[config.mk]
export PLATFORM = sky130hd
export DESIGN_NAME = weighted_priority_lottery_scheduler_flat
export DESIGN_NICKNAME = d
export VERILOG_FILES = /design/src/hw/rtl/wpls_pkg.sv /design/src/hw/rtl/wpls_req_if.sv /design/src/hw/rtl/wpls_rsp_if.sv /design/src/hw/rtl/wpls_ram.sv /design/src/hw/rtl/wpls_controller.sv /design/src/hw/rtl/wpls_datapath.sv /design/src/hw/rtl/weighted_priority_lottery_scheduler.sv /design/src/flat_wrapper.sv
export VERILOG_INCLUDE_DIRS = /design/src /design/src/hw/rtl
export SDC_FILE = /design/constraint.sdc
export NUM_CORES = 2
export LEC_CHECK = 0
export BUFFER_PORTS_ARGS = -buffer_cell sky130_fd_sc_hd__buf_2
export CORE_ASPECT_RATIO = 2
export CORE_MARGIN = 4
export CORE_UTILIZATION = 63
export CTS_CLUSTER_SIZE = 20
export DETAILED_ROUTE_END_ITERATION = 8
export PLACE_DENSITY_LB_ADDON = 0.05
export SLEW_MARGIN = 5
export SYNTH_ARGS = -nofsm -noshare
export SYNTH_HDL_FRONTEND = slang
export SYNTH_HIERARCHICAL = 1
export SYNTH_SLANG_ARGS = --single-unit
export TNS_END_PERCENT = 100
[constraint.sdc]
create_clock -name clock -period 7.5 [get_ports clock]
set_input_delay 1.5 -clock clock [delete_from_list [all_inputs] [get_ports clock]]
set_output_delay 1.5 -clock clock [all_outputs]
set_load 0.01 [all_outputs]
[src/hw/rtl/weighted_priority_lottery_scheduler_macros.svh]
// assertion helpers for the scheduler top level
`ifndef WEIGHTED_PRIORITY_LOTTERY_SCHEDULER_MACROS_SVH
`define WEIGHTED_PRIORITY_LOTTERY_SCHEDULER_MACROS_SVH

// same-cycle implication, masked while reset is high
`define WPLS_ASSERT_NOW(label, clk, rst, ante, cons, msg) \
   label: assert property (@(posedge clk) disable iff (rst) (ante) |-> (cons)) \
      else $error(msg);

// next-cycle implication, masked while reset is high
`define WPLS_ASSERT_NEXT(label, clk, rst, ante, cons, msg) \
   label: assert property (@(posedge clk) disable iff (rst) (ante) |=> (cons)) \
      else $error(msg);

`endif

[src/hw/rtl/wpls_pkg.sv]
package wpls_pkg;

   // field widths of the beats
   localparam int OPCODE_W     = 2;
   localparam int TASK_W       = 6;
   localparam int LEVEL_W      = 2;
   localparam int STATUS_W     = 2;
   localparam int RAND_FIELD_W = 31;

   // sizing
   localparam int TASKS        = 64;
   localparam int LEVELS       = 3;
   localparam int RANDOM_WIDTH = 31;
   localparam int COUNT_W      = $clog2(TASKS + 1);
   localparam int WEIGHT_W     = $clog2((19 * TASKS) / 4 + 1);
   localparam int DIV_CNT_W    = $clog2(RANDOM_WIDTH);

   localparam logic [TASK_W:0] TASK_LIMIT = (TASK_W + 1)'(TASKS);

   // opcodes
   localparam logic [OPCODE_W-1:0] OP_ADD    = 2'd0;
   localparam logic [OPCODE_W-1:0] OP_REMOVE = 2'd1;
   localparam logic [OPCODE_W-1:0] OP_PICK   = 2'd2;

   // levels
   localparam logic [LEVEL_W-1:0] LVL_HIGH = 2'd0;
   localparam logic [LEVEL_W-1:0] LVL_MID  = 2'd1;
   localparam logic [LEVEL_W-1:0] LVL_LOW  = 2'd2;

   // result status codes
   localparam logic [STATUS_W-1:0] ST_DONE      = 2'd0;
   localparam logic [STATUS_W-1:0] ST_NOT_FOUND = 2'd1;
   localparam logic [STATUS_W-1:0] ST_IDLE      = 2'd2;
   localparam logic [STATUS_W-1:0] ST_DUPLICATE = 2'd3;

   typedef struct packed {
      logic [OPCODE_W-1:0]     opcode;
      logic [TASK_W-1:0]       task_id;
      logic [LEVEL_W-1:0]      priority_level;
      logic [RAND_FIELD_W-1:0] random_value;
   } req_type;

   typedef struct packed {
      logic [STATUS_W-1:0] status;
      logic [TASK_W-1:0]   picked_task;
      logic [LEVEL_W-1:0]  picked_level;
      logic                idle_flag;
   } rsp_type;

   typedef enum logic [6:0] {
      S_IDLE   = 7'b0000001,
      S_EXEC   = 7'b0000010,
      S_UNLINK = 7'b0000100,
      S_DIV    = 7'b0001000,
      S_SELECT = 7'b0010000,
      S_ROTATE = 7'b0100000,
      S_RESP   = 7'b1000000
   } state_type;

   // controller to datapath
   typedef struct packed {
      logic capture;
      logic exec;
      logic div_step;
      logic unlink;
      logic select;
      logic rotate;
      logic emit;
   } cmd_type;

   // datapath to controller
   typedef struct packed {
      logic [OPCODE_W-1:0] op;
      logic                all_empty;
      logic                div_last;
      logic                rotate_needed;
      logic                out_free;
   } stat_type;

   function automatic logic task_in_range(input logic [TASK_W-1:0] id);
      return {1'b0, id} < TASK_LIMIT;
   endfunction

endpackage

[src/hw/rtl/wpls_req_if.sv]
interface wpls_req_if;
   logic               valid;
   logic               ready;
   wpls_pkg::req_type  payload;

   modport source (output valid, output payload, input ready);
   modport sink   (input valid, input payload, output ready);
endinterface

[src/hw/rtl/wpls_rsp_if.sv]
interface wpls_rsp_if;
   logic               valid;
   logic               ready;
   wpls_pkg::rsp_type  payload;

   modport source (output valid, output payload, input ready);
   modport sink   (input valid, input payload, output ready);
endinterface

[src/hw/rtl/wpls_ram.sv]
module wpls_ram #(
   parameter int WIDTH = 8,
   parameter int DEPTH = 64
) (
   input  logic                     clock,
   input  logic                     wr_en,
   input  logic [$clog2(DEPTH)-1:0] wr_addr,
   input  logic [WIDTH-1:0]         wr_data,
   input  logic [$clog2(DEPTH)-1:0] rd_addr,
   output logic [WIDTH-1:0]         rd_data
);

   logic [WIDTH-1:0] mem_ff [DEPTH];
   logic [WIDTH-1:0] rd_data_ff;

   always_ff @(posedge clock) begin
      if (wr_en) begin
         mem_ff[wr_addr] <= wr_data;
      end
      rd_data_ff <= mem_ff[rd_addr];
   end

   assign rd_data = rd_data_ff;

endmodule

[src/hw/rtl/wpls_controller.sv]
module wpls_controller (
   input  logic               clock,
   input  logic               reset,
   input  logic               req_valid,
   input  wpls_pkg::stat_type stat,
   output wpls_pkg::cmd_type  cmd,
   output logic               req_ready
);

   wpls_pkg::state_type state_ff, state_in;

   always_ff @(posedge clock) begin
      if (reset) begin
         state_ff <= wpls_pkg::S_IDLE;
      end else begin
         state_ff <= state_in;
      end
   end

   always_comb begin
      state_in  = state_ff;
      cmd       = '0;
      req_ready = 1'b0;
      unique case (state_ff)
         wpls_pkg::S_IDLE: begin
            req_ready = !reset;
            if (req_valid && !reset) begin
               cmd.capture = 1'b1;
               state_in    = wpls_pkg::S_EXEC;
            end
         end
         wpls_pkg::S_EXEC: begin
            cmd.exec = 1'b1;
            priority if (stat.op == wpls_pkg::OP_REMOVE) begin
               state_in = wpls_pkg::S_UNLINK;
            end else if (stat.op == wpls_pkg::OP_PICK && !stat.all_empty) begin
               state_in = wpls_pkg::S_DIV;
            end else begin
               state_in = wpls_pkg::S_RESP;
            end
         end
         wpls_pkg::S_UNLINK: begin
            cmd.unlink = 1'b1;
            state_in   = wpls_pkg::S_RESP;
         end
         wpls_pkg::S_DIV: begin
            cmd.div_step = 1'b1;
            if (stat.div_last) begin
               state_in = wpls_pkg::S_SELECT;
            end
         end
         wpls_pkg::S_SELECT: begin
            cmd.select = 1'b1;
            state_in   = stat.rotate_needed ? wpls_pkg::S_ROTATE : wpls_pkg::S_RESP;
         end
         wpls_pkg::S_ROTATE: begin
            cmd.rotate = 1'b1;
            state_in   = wpls_pkg::S_RESP;
         end
         wpls_pkg::S_RESP: begin
            if (stat.out_free) begin
               cmd.emit = 1'b1;
               state_in = wpls_pkg::S_IDLE;
            end
         end
         default: begin
            state_in = wpls_pkg::S_IDLE;
         end
      endcase
   end

endmodule

[src/hw/rtl/wpls_datapath.sv]
module wpls_datapath (
   input  logic               clock,
   input  logic               reset,
   input  wpls_pkg::cmd_type  cmd,
   input  wpls_pkg::req_type  req_payload,
   input  logic               rsp_ready,
   output wpls_pkg::stat_type stat,
   output logic               rsp_valid,
   output wpls_pkg::rsp_type  rsp_payload
);

   // captured item
   logic [wpls_pkg::OPCODE_W-1:0]     op_ff, op_in;
   logic [wpls_pkg::TASK_W-1:0]       id_ff, id_in;
   logic [wpls_pkg::LEVEL_W-1:0]      lv_ff, lv_in;
   logic [wpls_pkg::RANDOM_WIDTH-1:0] draw_ff, draw_in;

   // divider
   logic [wpls_pkg::DIV_CNT_W-1:0]    cnt_ff, cnt_in;
   logic [wpls_pkg::WEIGHT_W-1:0]     rem_ff, rem_in;
   logic [wpls_pkg::WEIGHT_W-1:0]     total_ff, total_in;

   // pick in flight
   logic [wpls_pkg::LEVEL_W-1:0]      sel_ff, sel_in;
   logic [wpls_pkg::TASK_W-1:0]       pick_ff, pick_in;

   // queue heads, tails, fill levels
   logic [wpls_pkg::TASK_W-1:0]  head_ff  [wpls_pkg::LEVELS];
   logic [wpls_pkg::TASK_W-1:0]  head_in  [wpls_pkg::LEVELS];
   logic [wpls_pkg::TASK_W-1:0]  tail_ff  [wpls_pkg::LEVELS];
   logic [wpls_pkg::TASK_W-1:0]  tail_in  [wpls_pkg::LEVELS];
   logic [wpls_pkg::COUNT_W-1:0] count_ff [wpls_pkg::LEVELS];
   logic [wpls_pkg::COUNT_W-1:0] count_in [wpls_pkg::LEVELS];
   logic [wpls_pkg::TASKS-1:0]   queued_ff, queued_in;

   // results
   wpls_pkg::rsp_type res_ff, res_in, out_ff, out_in;
   logic              out_valid_ff, out_valid_in;

   // weights
   logic [wpls_pkg::WEIGHT_W-1:0] w_low, w_mid, w_high, w_lowmid, w_total;
   logic                          all_empty;

   // divider step
   logic [wpls_pkg::WEIGHT_W:0]   trial, diff;
   logic                          fits;

   // level selection
   logic [wpls_pkg::LEVEL_W-1:0]  sel_draw, sel_pick, sel_spare;
   logic [wpls_pkg::TASK_W-1:0]   head_pick;

   // ram ports
   logic                          next_we, prev_we, lvl_we;
   logic [wpls_pkg::TASK_W-1:0]   next_wa, next_wd, next_ra, next_rd;
   logic [wpls_pkg::TASK_W-1:0]   prev_wa, prev_wd, prev_rd;
   logic [wpls_pkg::LEVEL_W-1:0]  lvl_rd;

   // operation checks
   logic add_ok, lvl_empty, remove_ok, add_cmd;
   logic [wpls_pkg::TASK_W-1:0]   prev_id, after;

   assign w_low    = wpls_pkg::WEIGHT_W'(count_ff[wpls_pkg::LVL_LOW]);
   assign w_mid    = wpls_pkg::WEIGHT_W'(count_ff[wpls_pkg::LVL_MID])
                   + wpls_pkg::WEIGHT_W'(count_ff[wpls_pkg::LVL_MID] >> 1);
   assign w_high   = (wpls_pkg::WEIGHT_W'(count_ff[wpls_pkg::LVL_HIGH]) << 1)
                   + wpls_pkg::WEIGHT_W'(count_ff[wpls_pkg::LVL_HIGH] >> 2);
   assign w_lowmid = w_low + w_mid;
   assign w_total  = w_lowmid + w_high;

   assign all_empty = (count_ff[wpls_pkg::LVL_HIGH] == '0)
                   && (count_ff[wpls_pkg::LVL_MID] == '0)
                   && (count_ff[wpls_pkg::LVL_LOW] == '0);

   // restoring remainder, one draw bit per step
   assign trial = {rem_ff, draw_ff[wpls_pkg::RANDOM_WIDTH-1]};
   assign fits  = trial >= {1'b0, total_ff};
   assign diff  = trial - {1'b0, total_ff};

   always_comb begin
      priority if (rem_ff < w_low && count_ff[wpls_pkg::LVL_LOW] != '0) begin
         sel_draw = wpls_pkg::LVL_LOW;
      end else if (rem_ff < w_lowmid && count_ff[wpls_pkg::LVL_MID] != '0) begin
         sel_draw = wpls_pkg::LVL_MID;
      end else begin
         sel_draw = wpls_pkg::LVL_HIGH;
      end
      priority if (count_ff[wpls_pkg::LVL_LOW] != '0) begin
         sel_spare = wpls_pkg::LVL_LOW;
      end else if (count_ff[wpls_pkg::LVL_MID] != '0) begin
         sel_spare = wpls_pkg::LVL_MID;
      end else begin
         sel_spare = wpls_pkg::LVL_HIGH;
      end
      sel_pick = (count_ff[sel_draw] == '0) ? sel_spare : sel_draw;
   end

   assign head_pick = head_ff[sel_pick];

   assign add_cmd   = cmd.exec && (op_ff == wpls_pkg::OP_ADD);
   assign add_ok    = wpls_pkg::task_in_range(id_ff) && !queued_ff[id_ff];
   assign lvl_empty = count_ff[lv_ff] == '0;
   assign prev_id   = prev_rd;
   assign after     = next_rd;
   assign remove_ok = wpls_pkg::task_in_range(id_ff) && queued_ff[id_ff] && (lvl_rd == lv_ff);

   // register next values
   always_comb begin
      op_in        = op_ff;
      id_in        = id_ff;
      lv_in        = lv_ff;
      draw_in      = draw_ff;
      cnt_in       = cnt_ff;
      rem_in       = rem_ff;
      total_in     = total_ff;
      sel_in       = sel_ff;
      pick_in      = pick_ff;
      head_in      = head_ff;
      tail_in      = tail_ff;
      count_in     = count_ff;
      queued_in    = queued_ff;
      res_in       = res_ff;
      out_in       = out_ff;
      out_valid_in = out_valid_ff;

      if (cmd.capture) begin
         op_in   = req_payload.opcode;
         id_in   = req_payload.task_id;
         lv_in   = (req_payload.priority_level > wpls_pkg::LVL_LOW)
                 ? wpls_pkg::LVL_LOW : req_payload.priority_level;
         draw_in = req_payload.random_value[wpls_pkg::RANDOM_WIDTH-1:0];
         cnt_in  = wpls_pkg::DIV_CNT_W'(wpls_pkg::RANDOM_WIDTH - 1);
         rem_in  = '0;
      end

      if (cmd.exec) begin
         total_in = w_total;
         res_in   = '0;
         unique case (op_ff)
            wpls_pkg::OP_ADD: begin
               priority if (!wpls_pkg::task_in_range(id_ff)) begin
                  res_in.status = wpls_pkg::ST_NOT_FOUND;
               end else if (queued_ff[id_ff]) begin
                  res_in.status = wpls_pkg::ST_DUPLICATE;
               end else begin
                  if (lvl_empty) begin
                     head_in[lv_ff] = id_ff;
                  end
                  tail_in[lv_ff]   = id_ff;
                  count_in[lv_ff]  = count_ff[lv_ff] + 1'b1;
                  queued_in[id_ff] = 1'b1;
               end
            end
            wpls_pkg::OP_PICK: begin
               if (all_empty) begin
                  res_in.status    = wpls_pkg::ST_IDLE;
                  res_in.idle_flag = 1'b1;
               end
            end
            default: begin
            end
         endcase
      end

      if (cmd.div_step) begin
         rem_in  = fits ? diff[wpls_pkg::WEIGHT_W-1:0] : trial[wpls_pkg::WEIGHT_W-1:0];
         draw_in = draw_ff << 1;
         cnt_in  = cnt_ff - 1'b1;
      end

      if (cmd.unlink) begin
         res_in = '0;
         if (!remove_ok) begin
            res_in.status = wpls_pkg::ST_NOT_FOUND;
         end else begin
            if (head_ff[lv_ff] == id_ff) begin
               head_in[lv_ff] = after;
            end
            if (tail_ff[lv_ff] == id_ff) begin
               tail_in[lv_ff] = prev_id;
            end
            if (count_ff[lv_ff] != '0) begin
               count_in[lv_ff] = count_ff[lv_ff] - 1'b1;
            end
            queued_in[id_ff] = 1'b0;
         end
      end

      if (cmd.select) begin
         sel_in              = sel_pick;
         pick_in             = head_pick;
         res_in.status       = wpls_pkg::ST_DONE;
         res_in.picked_task  = head_pick;
         res_in.picked_level = sel_pick;
         res_in.idle_flag    = 1'b0;
      end

      // head moves on to its successor, old head goes behind the tail
      if (cmd.rotate) begin
         head_in[sel_ff] = next_rd;
         tail_in[sel_ff] = pick_ff;
      end

      if (cmd.emit) begin
         out_valid_in = 1'b1;
         out_in       = res_ff;
      end else if (rsp_ready) begin
         out_valid_in = 1'b0;
      end
   end

   // link table write ports
   always_comb begin
      next_we = 1'b0;
      next_wa = tail_ff[lv_ff];
      next_wd = id_ff;
      prev_we = 1'b0;
      prev_wa = id_ff;
      prev_wd = tail_ff[lv_ff];
      if (add_cmd && add_ok && !lvl_empty) begin
         next_we = 1'b1;
         prev_we = 1'b1;
      end
      if (cmd.unlink && remove_ok) begin
         if (head_ff[lv_ff] != id_ff && wpls_pkg::task_in_range(prev_id)) begin
            next_we = 1'b1;
            next_wa = prev_id;
            next_wd = after;
         end
         if (tail_ff[lv_ff] != id_ff && wpls_pkg::task_in_range(after)) begin
            prev_we = 1'b1;
            prev_wa = after;
            prev_wd = prev_id;
         end
      end
      if (cmd.rotate) begin
         next_we = 1'b1;
         next_wa = tail_ff[sel_ff];
         next_wd = pick_ff;
         prev_we = 1'b1;
         prev_wa = pick_ff;
         prev_wd = tail_ff[sel_ff];
      end
   end

   assign lvl_we  = add_cmd && add_ok;
   assign next_ra = cmd.select ? head_pick : id_ff;

   wpls_ram #(.WIDTH(wpls_pkg::TASK_W), .DEPTH(wpls_pkg::TASKS)) u_next_ram (
      .clock   (clock),
      .wr_en   (next_we),
      .wr_addr (next_wa),
      .wr_data (next_wd),
      .rd_addr (next_ra),
      .rd_data (next_rd)
   );

   wpls_ram #(.WIDTH(wpls_pkg::TASK_W), .DEPTH(wpls_pkg::TASKS)) u_prev_ram (
      .clock   (clock),
      .wr_en   (prev_we),
      .wr_addr (prev_wa),
      .wr_data (prev_wd),
      .rd_addr (id_ff),
      .rd_data (prev_rd)
   );

   wpls_ram #(.WIDTH(wpls_pkg::LEVEL_W), .DEPTH(wpls_pkg::TASKS)) u_level_ram (
      .clock   (clock),
      .wr_en   (lvl_we),
      .wr_addr (id_ff),
      .wr_data (lv_ff),
      .rd_addr (id_ff),
      .rd_data (lvl_rd)
   );

   always_ff @(posedge clock) begin
      if (reset) begin
         count_ff     <= '{default: '0};
         queued_ff    <= '0;
         out_valid_ff <= 1'b0;
      end else begin
         count_ff     <= count_in;
         queued_ff    <= queued_in;
         out_valid_ff <= out_valid_in;
      end
   end

   always_ff @(posedge clock) begin
      op_ff    <= op_in;
      id_ff    <= id_in;
      lv_ff    <= lv_in;
      draw_ff  <= draw_in;
      cnt_ff   <= cnt_in;
      rem_ff   <= rem_in;
      total_ff <= total_in;
      sel_ff   <= sel_in;
      pick_ff  <= pick_in;
      head_ff  <= head_in;
      tail_ff  <= tail_in;
      res_ff   <= res_in;
      out_ff   <= out_in;
   end

   assign stat.op            = op_ff;
   assign stat.all_empty     = all_empty;
   assign stat.div_last      = cnt_ff == '0;
   assign stat.rotate_needed = count_ff[sel_pick] > wpls_pkg::COUNT_W'(1);
   assign stat.out_free      = !out_valid_ff || rsp_ready;

   assign rsp_valid   = out_valid_ff;
   assign rsp_payload = out_ff;

endmodule

[src/hw/rtl/weighted_priority_lottery_scheduler.sv]
// an add runs execute then response, a remove execute, unlink and response,
// a pick execute, divide, select, rotate (skipped when its level holds a single
// task) and response, an empty pick execute then response; one item at a time
// the remainder unit takes one draw bit per cycle over 31 bits
// reset (synchronous, active high) clears the fill counts, queued flags, fsm and
// output valid; link tables need no clearing
`include "weighted_priority_lottery_scheduler_macros.svh"

module weighted_priority_lottery_scheduler (
   input logic       clock,
   input logic       reset,
   wpls_req_if.sink  req_bus,
   wpls_rsp_if.source rsp_bus
);

   // command and status between sequencer and datapath
   wpls_pkg::cmd_type  cmd;
   wpls_pkg::stat_type stat;
   logic               req_ready;

   // request side only opens when the sequencer is idle; the response
   // register lets a finished beat wait while the next item is taken
   assign req_bus.ready = req_ready;

   // sequencer: idle, execute, then unlink for remove, or divide,
   // select and rotate for pick, then hand over to the output register
   wpls_controller u_ctrl (
      .clock     (clock),
      .reset     (reset),
      .req_valid (req_bus.valid),
      .stat      (stat),
      .cmd       (cmd),
      .req_ready (req_ready)
   );

   // datapath: queue heads and tails, fill counts, queued flags,
   // link tables in ram, remainder unit and output register
   wpls_datapath u_dp (
      .clock       (clock),
      .reset       (reset),
      .cmd         (cmd),
      .req_payload (req_bus.payload),
      .rsp_ready   (rsp_bus.ready),
      .stat        (stat),
      .rsp_valid   (rsp_bus.valid),
      .rsp_payload (rsp_bus.payload)
   );

   // an accepted beat keeps the block busy, with request ready held low
   `WPLS_ASSERT_NEXT(a_busy_after_accept, clock, reset, req_bus.valid && req_bus.ready, !req_bus.ready ##1 !req_bus.ready, "request taken while busy")

   // idle flag only with idle status and no picked task
   `WPLS_ASSERT_NOW(a_idle_flag_clean, clock, reset, rsp_bus.valid && rsp_bus.payload.idle_flag, rsp_bus.payload.status == wpls_pkg::ST_IDLE && rsp_bus.payload.picked_task == '0 && rsp_bus.payload.picked_level == '0, "idle beat carries pick data")

   // failed add or remove reports no pick
   `WPLS_ASSERT_NOW(a_fail_no_pick, clock, reset, rsp_bus.valid && (rsp_bus.payload.status == wpls_pkg::ST_NOT_FOUND || rsp_bus.payload.status == wpls_pkg::ST_DUPLICATE), rsp_bus.payload.picked_task == '0 && !rsp_bus.payload.idle_flag, "failed beat carries pick data")

endmodule
[src/flat_wrapper.sv]
// flat-port wrapper written by rule: the top's interface ports become plain ports
module weighted_priority_lottery_scheduler_flat 
  (clock, reset, req_bus_valid, req_bus_payload, req_bus_ready, rsp_bus_valid, rsp_bus_payload, rsp_bus_ready);
  wpls_req_if req_bus_i ();
  wpls_rsp_if rsp_bus_i ();
  input logic clock;
  input logic reset;
  input wire logic [$bits(req_bus_i.valid)-1:0] req_bus_valid;
  input wire logic [$bits(req_bus_i.payload)-1:0] req_bus_payload;
  output wire logic [$bits(req_bus_i.ready)-1:0] req_bus_ready;
  output wire logic [$bits(rsp_bus_i.valid)-1:0] rsp_bus_valid;
  output wire logic [$bits(rsp_bus_i.payload)-1:0] rsp_bus_payload;
  input wire logic [$bits(rsp_bus_i.ready)-1:0] rsp_bus_ready;
  assign req_bus_i.valid = req_bus_valid;
  assign req_bus_i.payload = req_bus_payload;
  assign req_bus_ready = req_bus_i.ready;
  assign rsp_bus_valid = rsp_bus_i.valid;
  assign rsp_bus_payload = rsp_bus_i.payload;
  assign rsp_bus_i.ready = rsp_bus_ready;
  weighted_priority_lottery_scheduler u_core (.clock(clock), .reset(reset), .req_bus(req_bus_i), .rsp_bus(rsp_bus_i));
endmodule
# --- Word-level counts from Yosys, hierarchy flattened ---
# Memory sizes are Yosys's and may differ from the RTL's. A register that Yosys moved wholly into a read port is not among the register bits.
# Index checks and enable logic that the tools add are counted.
word_totals:
  input_bits: 45
  word_cells: 246
  mem_bits_rw: 896
  reg_bits: 223
  output_inout_bits: 13
  mem_count: 3
mem_list:
  columns: ["name", "depth", "width", "read_ports", "rd_clocked_by_memory_dff", "write_ports", "line_no", "source"]
  rows:
  - ["u_core.u_dp.u_next_ram.mem_ff", 64, 6, 1, 1, 1, "wpls_ram.sv:13", "logic [WIDTH-1:0] mem_ff [DEPTH];"]
  - ["u_core.u_dp.u_prev_ram.mem_ff", 64, 6, 1, 1, 1, "wpls_ram.sv:13", null]
  - ["u_core.u_dp.u_level_ram.mem_ff", 64, 2, 1, 1, 1, "wpls_ram.sv:13", null]
op_classes:
  magnitude_cmp: 13
  muxes: 131
  reduce_logical: 37
  bitwise_logic: 7
  eq_ne: 17
  add_sub_neg: 8
op_table:
  columns: ["operator", "n"]
  rows:
  - ["two-way mux 64 bit", 5]
  - ["two-way mux 18 bit", 15]
  - ["two-way mux 6 bit", 23]
  - ["two-way mux 21 bit", 6]
  - ["bitwise mux 18 bit", 6]
  - ["two-way mux 7 bit", 13]
  - ["AND 64 bit", 1]
  - ["inverter 64 bit", 1]
  - ["OR 64 bit", 1]
  - ["two-way mux 31 bit", 2]
  - ["binary-select mux 6 bit (select 2 bit)", 4]
  - ["binary-select mux 7 bit (select 2 bit)", 3]
  - ["bitwise mux 21 bit", 2]
  - ["one-hot mux 7 bit (6 select lines)", 1]
  - ["two-way mux 9 bit", 4]
  - ["zero test 7 bit", 5]
  - ["two-way mux 1 bit", 32]
  - ["demux 6 bit (select 2 bit)", 2]
  - ["two-way mux 11 bit", 2]
  - ["nonzero test 7 bit", 3]
  - ["demux 7 bit (select 2 bit)", 1]
  - ["logical AND 1 bit", 14]
  - ["equality test 6 bit", 2]
  - ["greater-or-equal comparator 3 bit, second input constant", 4]
  - ["other kinds (43)", 61]

# --- Longest topological paths before layout ---
logic_depth:
  ltp_word: 19
  mapped_depth: 30
  depth_no_buf: 28

# --- By module ---
# The synthesis kept the hierarchy.
modules_own_cells:
  columns: ["module", "seq_area_each_um2", "cells_per_inst", "instances", "area_per_inst_um2"]
  rows:
  - ["wpls_ram (u_core.u_dp.u_next_ram ...)", 11651.2, 720, 2, 15225.9]
  - ["wpls_datapath", 5225.0, 1327, 1, 13010.0]
  - ["wpls_ram (u_core.u_dp.u_level_ram)", 3883.7, 323, 1, 5400.2]
  - ["wpls_controller", 140.1, 53, 1, 432.9]

# --- Worst setup path before layout ---
# OpenSTA, ideal clock, no wires.
synth_timing:
  path_type: "register to register"
  from: "reg u_core/u_dp/lv_ff[0] in the netlist's numbering"
  to: "mem u_core/u_dp/u_next_ram/mem_ff[0][3] in the netlist's numbering (data pin)"
  stages_incl_launch_ff: 13
  setup_ps: 721
  path_buffers: 4
  period_less_slack_ps: 6450
  slack_ps: 1050
  required_ps: 6779
  arrival_time_ps: 5729
  cell_sequence: "edfxtp_1 buf_2 nor2b_1 buf_2 o2bb2ai_1 xor2_1 nor2_1 nand2_1 o211a_1 buf_2 buf_2 nor3_1 a211oi_1"
synth_between:
  elab_chain_cells: 8
  word_cells_on_any_way: 11
  cone_classes: "eq/ne (2); mux (6); bitwise (1); reduce/logical (2)"
synth_lines:
  columns: ["item", "line_no", "source"]
  rows:
  - ["start: declaration", "wpls_datapath.sv:15", "logic [wpls_pkg::LEVEL_W-1:0] lv_ff, lv_in;"]
  - ["start signal: assignment", "wpls_datapath.sv:290", "lv_ff <= lv_in;"]
  - ["inverter 2 -> 3 bit (not written as such)", "wpls_datapath.sv:224", "if (head_ff[lv_ff] != id_ff && wpls_pkg::task_in_range(prev_id)) begin"]
  - ["binary-select mux 6 bit (select 2 bit)", "wpls_datapath.sv:224", null]
  - ["two-way mux 6 bit (not written as such) (2 in a row)", "wpls_datapath.sv:224", null]
  - ["!= test 6 bit", "wpls_datapath.sv:224", null]
  - ["two-way mux 6 bit", "wpls_datapath.sv:224", null]
  - ["two-way mux 6 bit *", "wpls_datapath.sv:223", "if (cmd.unlink && remove_ok) begin"]
  - ["two-way mux 6 bit *", "wpls_datapath.sv:235", "if (cmd.rotate) begin"]
  - ["named net u_core.u_dp.next_wd (one bit)", "wpls_datapath.sv:54", "logic [wpls_pkg::TASK_W-1:0] next_wa, next_wd, next_ra, next_rd;"]
  - ["end: declaration", "wpls_ram.sv:13", null]
# The timed path passes the listed nets; every way through them passes the cells marked *. The select of a mux whose other input is x is not followed.

# --- Worst setup path in the final report ---
layout_timing:
  from: "reg u_core/u_dp/count_ff[8] in the netlist's numbering"
  to: "reg u_core.u_dp.u_next_ram.rd_data_ff[2], in the netlist u_core/u_dp/u_next_ram/rd_data[2], read port of u_core.u_dp.u_next_ram.mem_ff"
layout_between:
  elab_chain_cells: 17
  word_cells_on_any_way: 20
  cone_classes: "add/sub (2); order compare (1); mux (12); bitwise (2); reduce/logical (3)"
layout_lines:
  columns: ["item", "line_no", "source"]
  rows:
  - ["start: declaration", "wpls_datapath.sv:32", "logic [wpls_pkg::COUNT_W-1:0] count_ff [wpls_pkg::LEVELS];"]
  - ["start signal: assignment", "wpls_datapath.sv:281", "count_ff <= count_in;"]
  - ["adder 7 x 6 -> 8 bit", "wpls_datapath.sv:64", "+ wpls_pkg::WEIGHT_W'(count_ff[wpls_pkg::LVL_MID] >> 1);"]
  - ["adder 7 x 8 -> 9 bit", "wpls_datapath.sv:67", "assign w_lowmid = w_low + w_mid;"]
  - ["< comparator 9 bit", "wpls_datapath.sv:82", "end else if (rem_ff < w_lowmid && count_ff[wpls_pkg::LVL_MID] != '0) begin"]
  - ["logical AND 1 bit", "wpls_datapath.sv:82", null]
  - ["two-way mux 1 bit", "wpls_datapath.sv:82", null]
  - ["two-way mux 2 bit", "wpls_datapath.sv:80", "priority if (rem_ff < w_low && count_ff[wpls_pkg::LVL_LOW] != '0) begin"]
  - ["inverter 2 -> 3 bit (not written as such)", "wpls_datapath.sv:94", "sel_pick = (count_ff[sel_draw] == '0) ? sel_spare : sel_draw;"]
  - ["binary-select mux 7 bit (select 2 bit)", "wpls_datapath.sv:94", null]
  - ["two-way mux 7 bit (not written as such) (2 in a row)", "wpls_datapath.sv:94", null]
  - ["zero test 7 bit", "wpls_datapath.sv:94", null]
  - ["two-way mux 2 bit *", "wpls_datapath.sv:94", null]
  - ["inverter 2 -> 3 bit (not written as such) *", "wpls_datapath.sv:97", "assign head_pick = head_ff[sel_pick];"]
  - ["binary-select mux 6 bit (select 2 bit) *", "wpls_datapath.sv:97", null]
  - ["two-way mux 6 bit (not written as such) * (2 in a row)", "wpls_datapath.sv:97", null]
  - ["two-way mux 6 bit *", "wpls_datapath.sv:246", "assign next_ra = cmd.select ? head_pick : id_ff;"]
  - ["named net u_core.u_dp.next_ra (one bit)", "wpls_datapath.sv:54", null]
  - ["end: declaration", "wpls_ram.sv:14", "logic [WIDTH-1:0] rd_data_ff;"]
# Marks and branches as above.
# A chain may end at the register's enable or synchronous reset.

==> results.md <==
- Utilization after layout: 69.8%
- Post-synthesis cell area: approximately 0.05 mm2
- Kind of end point of the critical path: register
- Number of placed I/O pins: slightly below 60
- DRC violation total after the first TritonRoute iteration: around 2800
- Required time at the worst-slack endpoint: ~8.1 ns
- Slack of the critical path: 0.585 ns
- Primary flip-flop cell chosen by synthesis mapping: sky130_fd_sc_hd__edfxtp_1
- Number of standard cells after synthesis: about 3100
- Antenna violations before repair: 0
- Post-cts resize count: 0
- Net count reported at finish: 3301
- Synthesis warning total: 6
- Detailed-route DRC error count: 0
- Dominant cell type by count on the critical path: sky130_fd_sc_hd__a21oi_1
- Final count of hold timing violations: 0
- Overall global routing resource usage: 28.7%
- Detail-routed via count per cell: 6.69
- Status: completed
- Worst hold path class: reg2reg
- Routed wire per std cell: 27.4 um
- Peak supply drop: ~0.00026 V
- Vertical die dimension: 404 um
- Total clock sinks: 1133
- Tmin final: roughly 6.9 ns
- Number of buffers inserted for hold repair after clock tree synthesis: 0
- Kind of launch point of the worst setup path: register
- Distinct cells, synth: 94
- Non-Filler Instances: 4294
- Mapped Avg Cell Area: roughly 16 um2
- Detailed Route WL: approximately 120 mm
- Initial core utilization: between 60% and 70%
- Placer congestion estimate: 0.930
- Delay of the slowest cell on the worst path: 0.66 ns
- Final total power: 12.7 mW
- Share of layout cells above drive strength 1: approximately a fifth
- Via count of the first global-routing pass: about 30000
- Count of port buffers added during placement: 57
- Mapped Nets: approximately 3300
- CP arrival: between 7 and 8 ns
- Leakage power figure: about 18 nW
- Worst hold slack: ~0.42 ns
- Sum of overflow across all layers after global routing: 0
- Setup Crit Path Kind: reg2reg
- CTS Buf Count: 96
- Count of buffers added by post-CTS timing repair for setup: 0
- Placed cell count: between 4000 and 5000
- Count of pins over their slew limit: 0
- Row count: roughly 140
- Clock-pin slew reported for the worst setup and hold paths after clock tree synthesis: around 0.07 ns
- Largest net degree at the start of global routing: approximately 120
- DIE AREA: approximately 0.083 mm2
- Via count of the routed design: roughly 29000
- Flops & latches, synth: around 1100
- Max Buffers Root-to-Sink: 3
- H-tree level count: 3
- Setup violation total in the final timing report: 0
- Core Box Area: slightly below 0.08 mm2
- Dpl ws: a little under 0.6 ns
- Power per unit of standard cell area: about 240 mW/mm2
- Cell chosen for the clock root: sky130_fd_sc_hd__clkbuf_16
- Fmax: between 0.1 and 0.15 GHz
- Worst Path Max Fanout: 10
- Max Cap Violations: 0
- Number of enable flip-flop cells after synthesis: about 990
- Max transition margin: a little under an eighth
- Worst Clk Skew: approximately 0.030 ns
- Crit path max-delay cell type: sky130_fd_sc_hd__o21bai_4
- Total inserted antenna cells: 0
- Later-pin clock latency in the skew report: around 0.70 ns
- Estimated wirelength of the detail-placed design: roughly 80 mm
- Unrepaired setup endpoints after global routing: false
- CTS tree: done
- Portion of the clock cycle consumed by the worst path in the final layout: roughly 92%
- Syn-to-layout area delta: 9.43%
- Die X: between 200 and 250 um
- First-pass GRT wire length: roughly 180 mm
- Post-DRT Antenna Nets: 0
- Pre-antenna DRT Iters: 6
- Fin Setup TNS: 0 ns
- Actual slew at the worst max-slew pin: about 1.3 ns
- Sequential share of the synthesized area: between 60% and 70%
- Summed area of non-filler cells in the final layout: roughly 0.054 mm2
- Share of async-settable or async-resettable flops after synthesis: 0%
- Placement-stage cell area: 0.0508 mm2
==> cell usage after synthesis, types with 11 or more instances <==
cell                        number  share of area (%)
sky130_fd_sc_hd__edfxtp_1      986                 60
sky130_fd_sc_hd__nor2_1        279                2.1
sky130_fd_sc_hd__mux4_2        209                9.5
sky130_fd_sc_hd__dfxtp_1       147                6.0
sky130_fd_sc_hd__mux2i_1       117                2.4
sky130_fd_sc_hd__a211oi_1      100                1.5
sky130_fd_sc_hd__clkbuf_1       94               0.72
sky130_fd_sc_hd__nand2_1        93               0.71
sky130_fd_sc_hd__a21oi_1        87               0.88
sky130_fd_sc_hd__inv_1          75               0.57
sky130_fd_sc_hd__a31oi_1        68               0.86
sky130_fd_sc_hd__buf_2          61               0.62
sky130_fd_sc_hd__nand3_1        59               0.60
sky130_fd_sc_hd__mux2_2         57                1.3
sky130_fd_sc_hd__ha_1           56                1.4
sky130_fd_sc_hd__o22ai_1        48               0.61
sky130_fd_sc_hd__nor2b_1        44               0.56
sky130_fd_sc_hd__o21ai_0        43               0.44
sky130_fd_sc_hd__nor3_1         39               0.40
sky130_fd_sc_hd__xnor2_1        33               0.59
sky130_fd_sc_hd__nand2b_1       32               0.41
sky130_fd_sc_hd__a22o_1         31               0.55
sky130_fd_sc_hd__nand3b_1       24               0.37
sky130_fd_sc_hd__a21o_1         19               0.29
sky130_fd_sc_hd__o221ai_1       18               0.32
sky130_fd_sc_hd__xor2_1         17               0.30
sky130_fd_sc_hd__a311oi_1       15               0.27
sky130_fd_sc_hd__buf_4          14               0.21
sky130_fd_sc_hd__buf_6          14               0.32
sky130_fd_sc_hd__o21ai_1        14               0.14
sky130_fd_sc_hd__mux4_1         12               0.64
sky130_fd_sc_hd__o22a_1         12               0.21
sky130_fd_sc_hd__a22oi_1        11               0.17
sky130_fd_sc_hd__o2bb2ai_1      11               0.20
==> sequential cells by signal, summed over array words and instances, names as in the netlist, 7 cells and up <==
signal	count
u_core/u_dp/queued_ff	64
u_core/u_dp/u_level_ram/mem_ff	128
u_core/u_dp/rsp_payload	11
u_core/u_dp/u_next_ram/mem_ff	384
u_core/u_dp/count_ff	21
u_core/u_dp/draw_ff	31
u_core/u_dp/head_ff	18
u_core/u_dp/tail_ff	18
u_core/u_ctrl/state_ff	7
u_core/u_dp/total_ff	9
u_core/u_dp/u_prev_ram/mem_ff	384
u_core/u_dp/res_ff	11
u_core/u_dp/rem_ff	9
==> critical path: cells and delay by family, from the launching register on <==
kind	cells	cell delay [ns]
AOI/OAI and AO/OA	13	3.18
muxes	2	0.71
adders and majority gates	4	1.29
xor gates and xnor gates	1	0.21
DFF	1	0.48
and+or+nand+nor	4	0.68
buffers and inverters	2	0.29
==> cells by family (layout without fill, tap and decap cells) <==
group | count (synthesis) | after routing | synth area share, %
AO/OA/AOI/OAI | 558 | 558 | 7.95
adder cells (fa/ha/maj) | 64 | 64 | 1.75
flip-flops | 1133 | 1133 | 66.0
XOR/XNOR | 50 | 50 | 0.888
multiplexers | 396 | 396 | 13.9
AND/OR/NAND/NOR | 668 | 668 | 6.75
buffers and inverters | 274 | 403 | 2.74
==> final cells by class <==
| type | count | area (um2) |
|---|---|---|
| fillers | 5061 | 23300 |
| repair buffers | 149 | 1080 |
| multi-input cells | 1736 | 15600 |
| well taps | 1022 | 1280 |
| flip-flops and latches | 1133 | 32600 |
| clock buffers | 110 | 2480 |
| clock inverters | 68 | 691 |
| inverters | 76 | 285 |
==> power breakdown <==
| part | internal (mW) | switching [mW] | leakage, nW | total [mW] |
|---|---|---|---|---|
| Sequential | 6.90 | 0.0513 | 10.0 | 6.95 |
| Clock | 2.74 | 2.27 | 1.53 | 5.01 |
| Combinational | 0.268 | 0.459 | 6.04 | 0.727 |
| Total | 9.91 | 2.78 | 17.6 | 12.7 |
==> routing by layer <==
metal / GRT usage (%) / vias up / wire (um)
met5: 0 / - / 0
met2: 51.5 / 1205 / 63900
met4: 14.3 / 0 / 6720
met3: 4.04 / 347 / 6750
met1: 33.5 / 14600 / 40400
li1: - / 12600 / -
==> final timing paths <==
path                                          endpoint  slack (ns)  cells after the start                                from
max          u_core/u_dp/u_next_ram/rd_data[2]$_DFF_P_        0.59                     26  u_core/u_dp/count_ff[8]$_SDFF_PP0_
min               u_core/u_dp/rsp_payload[8]$_DFFE_PP_        0.42                      0     u_core/u_dp/res_ff[8]$_DFFE_PP_
max reg2reg  u_core/u_dp/u_next_ram/rd_data[2]$_DFF_P_        0.59                     26  u_core/u_dp/count_ff[8]$_SDFF_PP0_
min reg2reg       u_core/u_dp/rsp_payload[8]$_DFFE_PP_        0.42                      0     u_core/u_dp/res_ff[8]$_DFFE_PP_
==> layout by cell type, fill, tap and decap left out, drive strengths merged, types with 60 or more instances in the layout <==
master  count
edfxtp    986
clkbuf    110
nor2      280
a211oi    101
mux2i     117
buf       149
nand2      93
nand3      60
mux4      221
a31oi      68
dfxtp     147
inv        80
a21oi      87
Power figures use the tool's default switching activity.
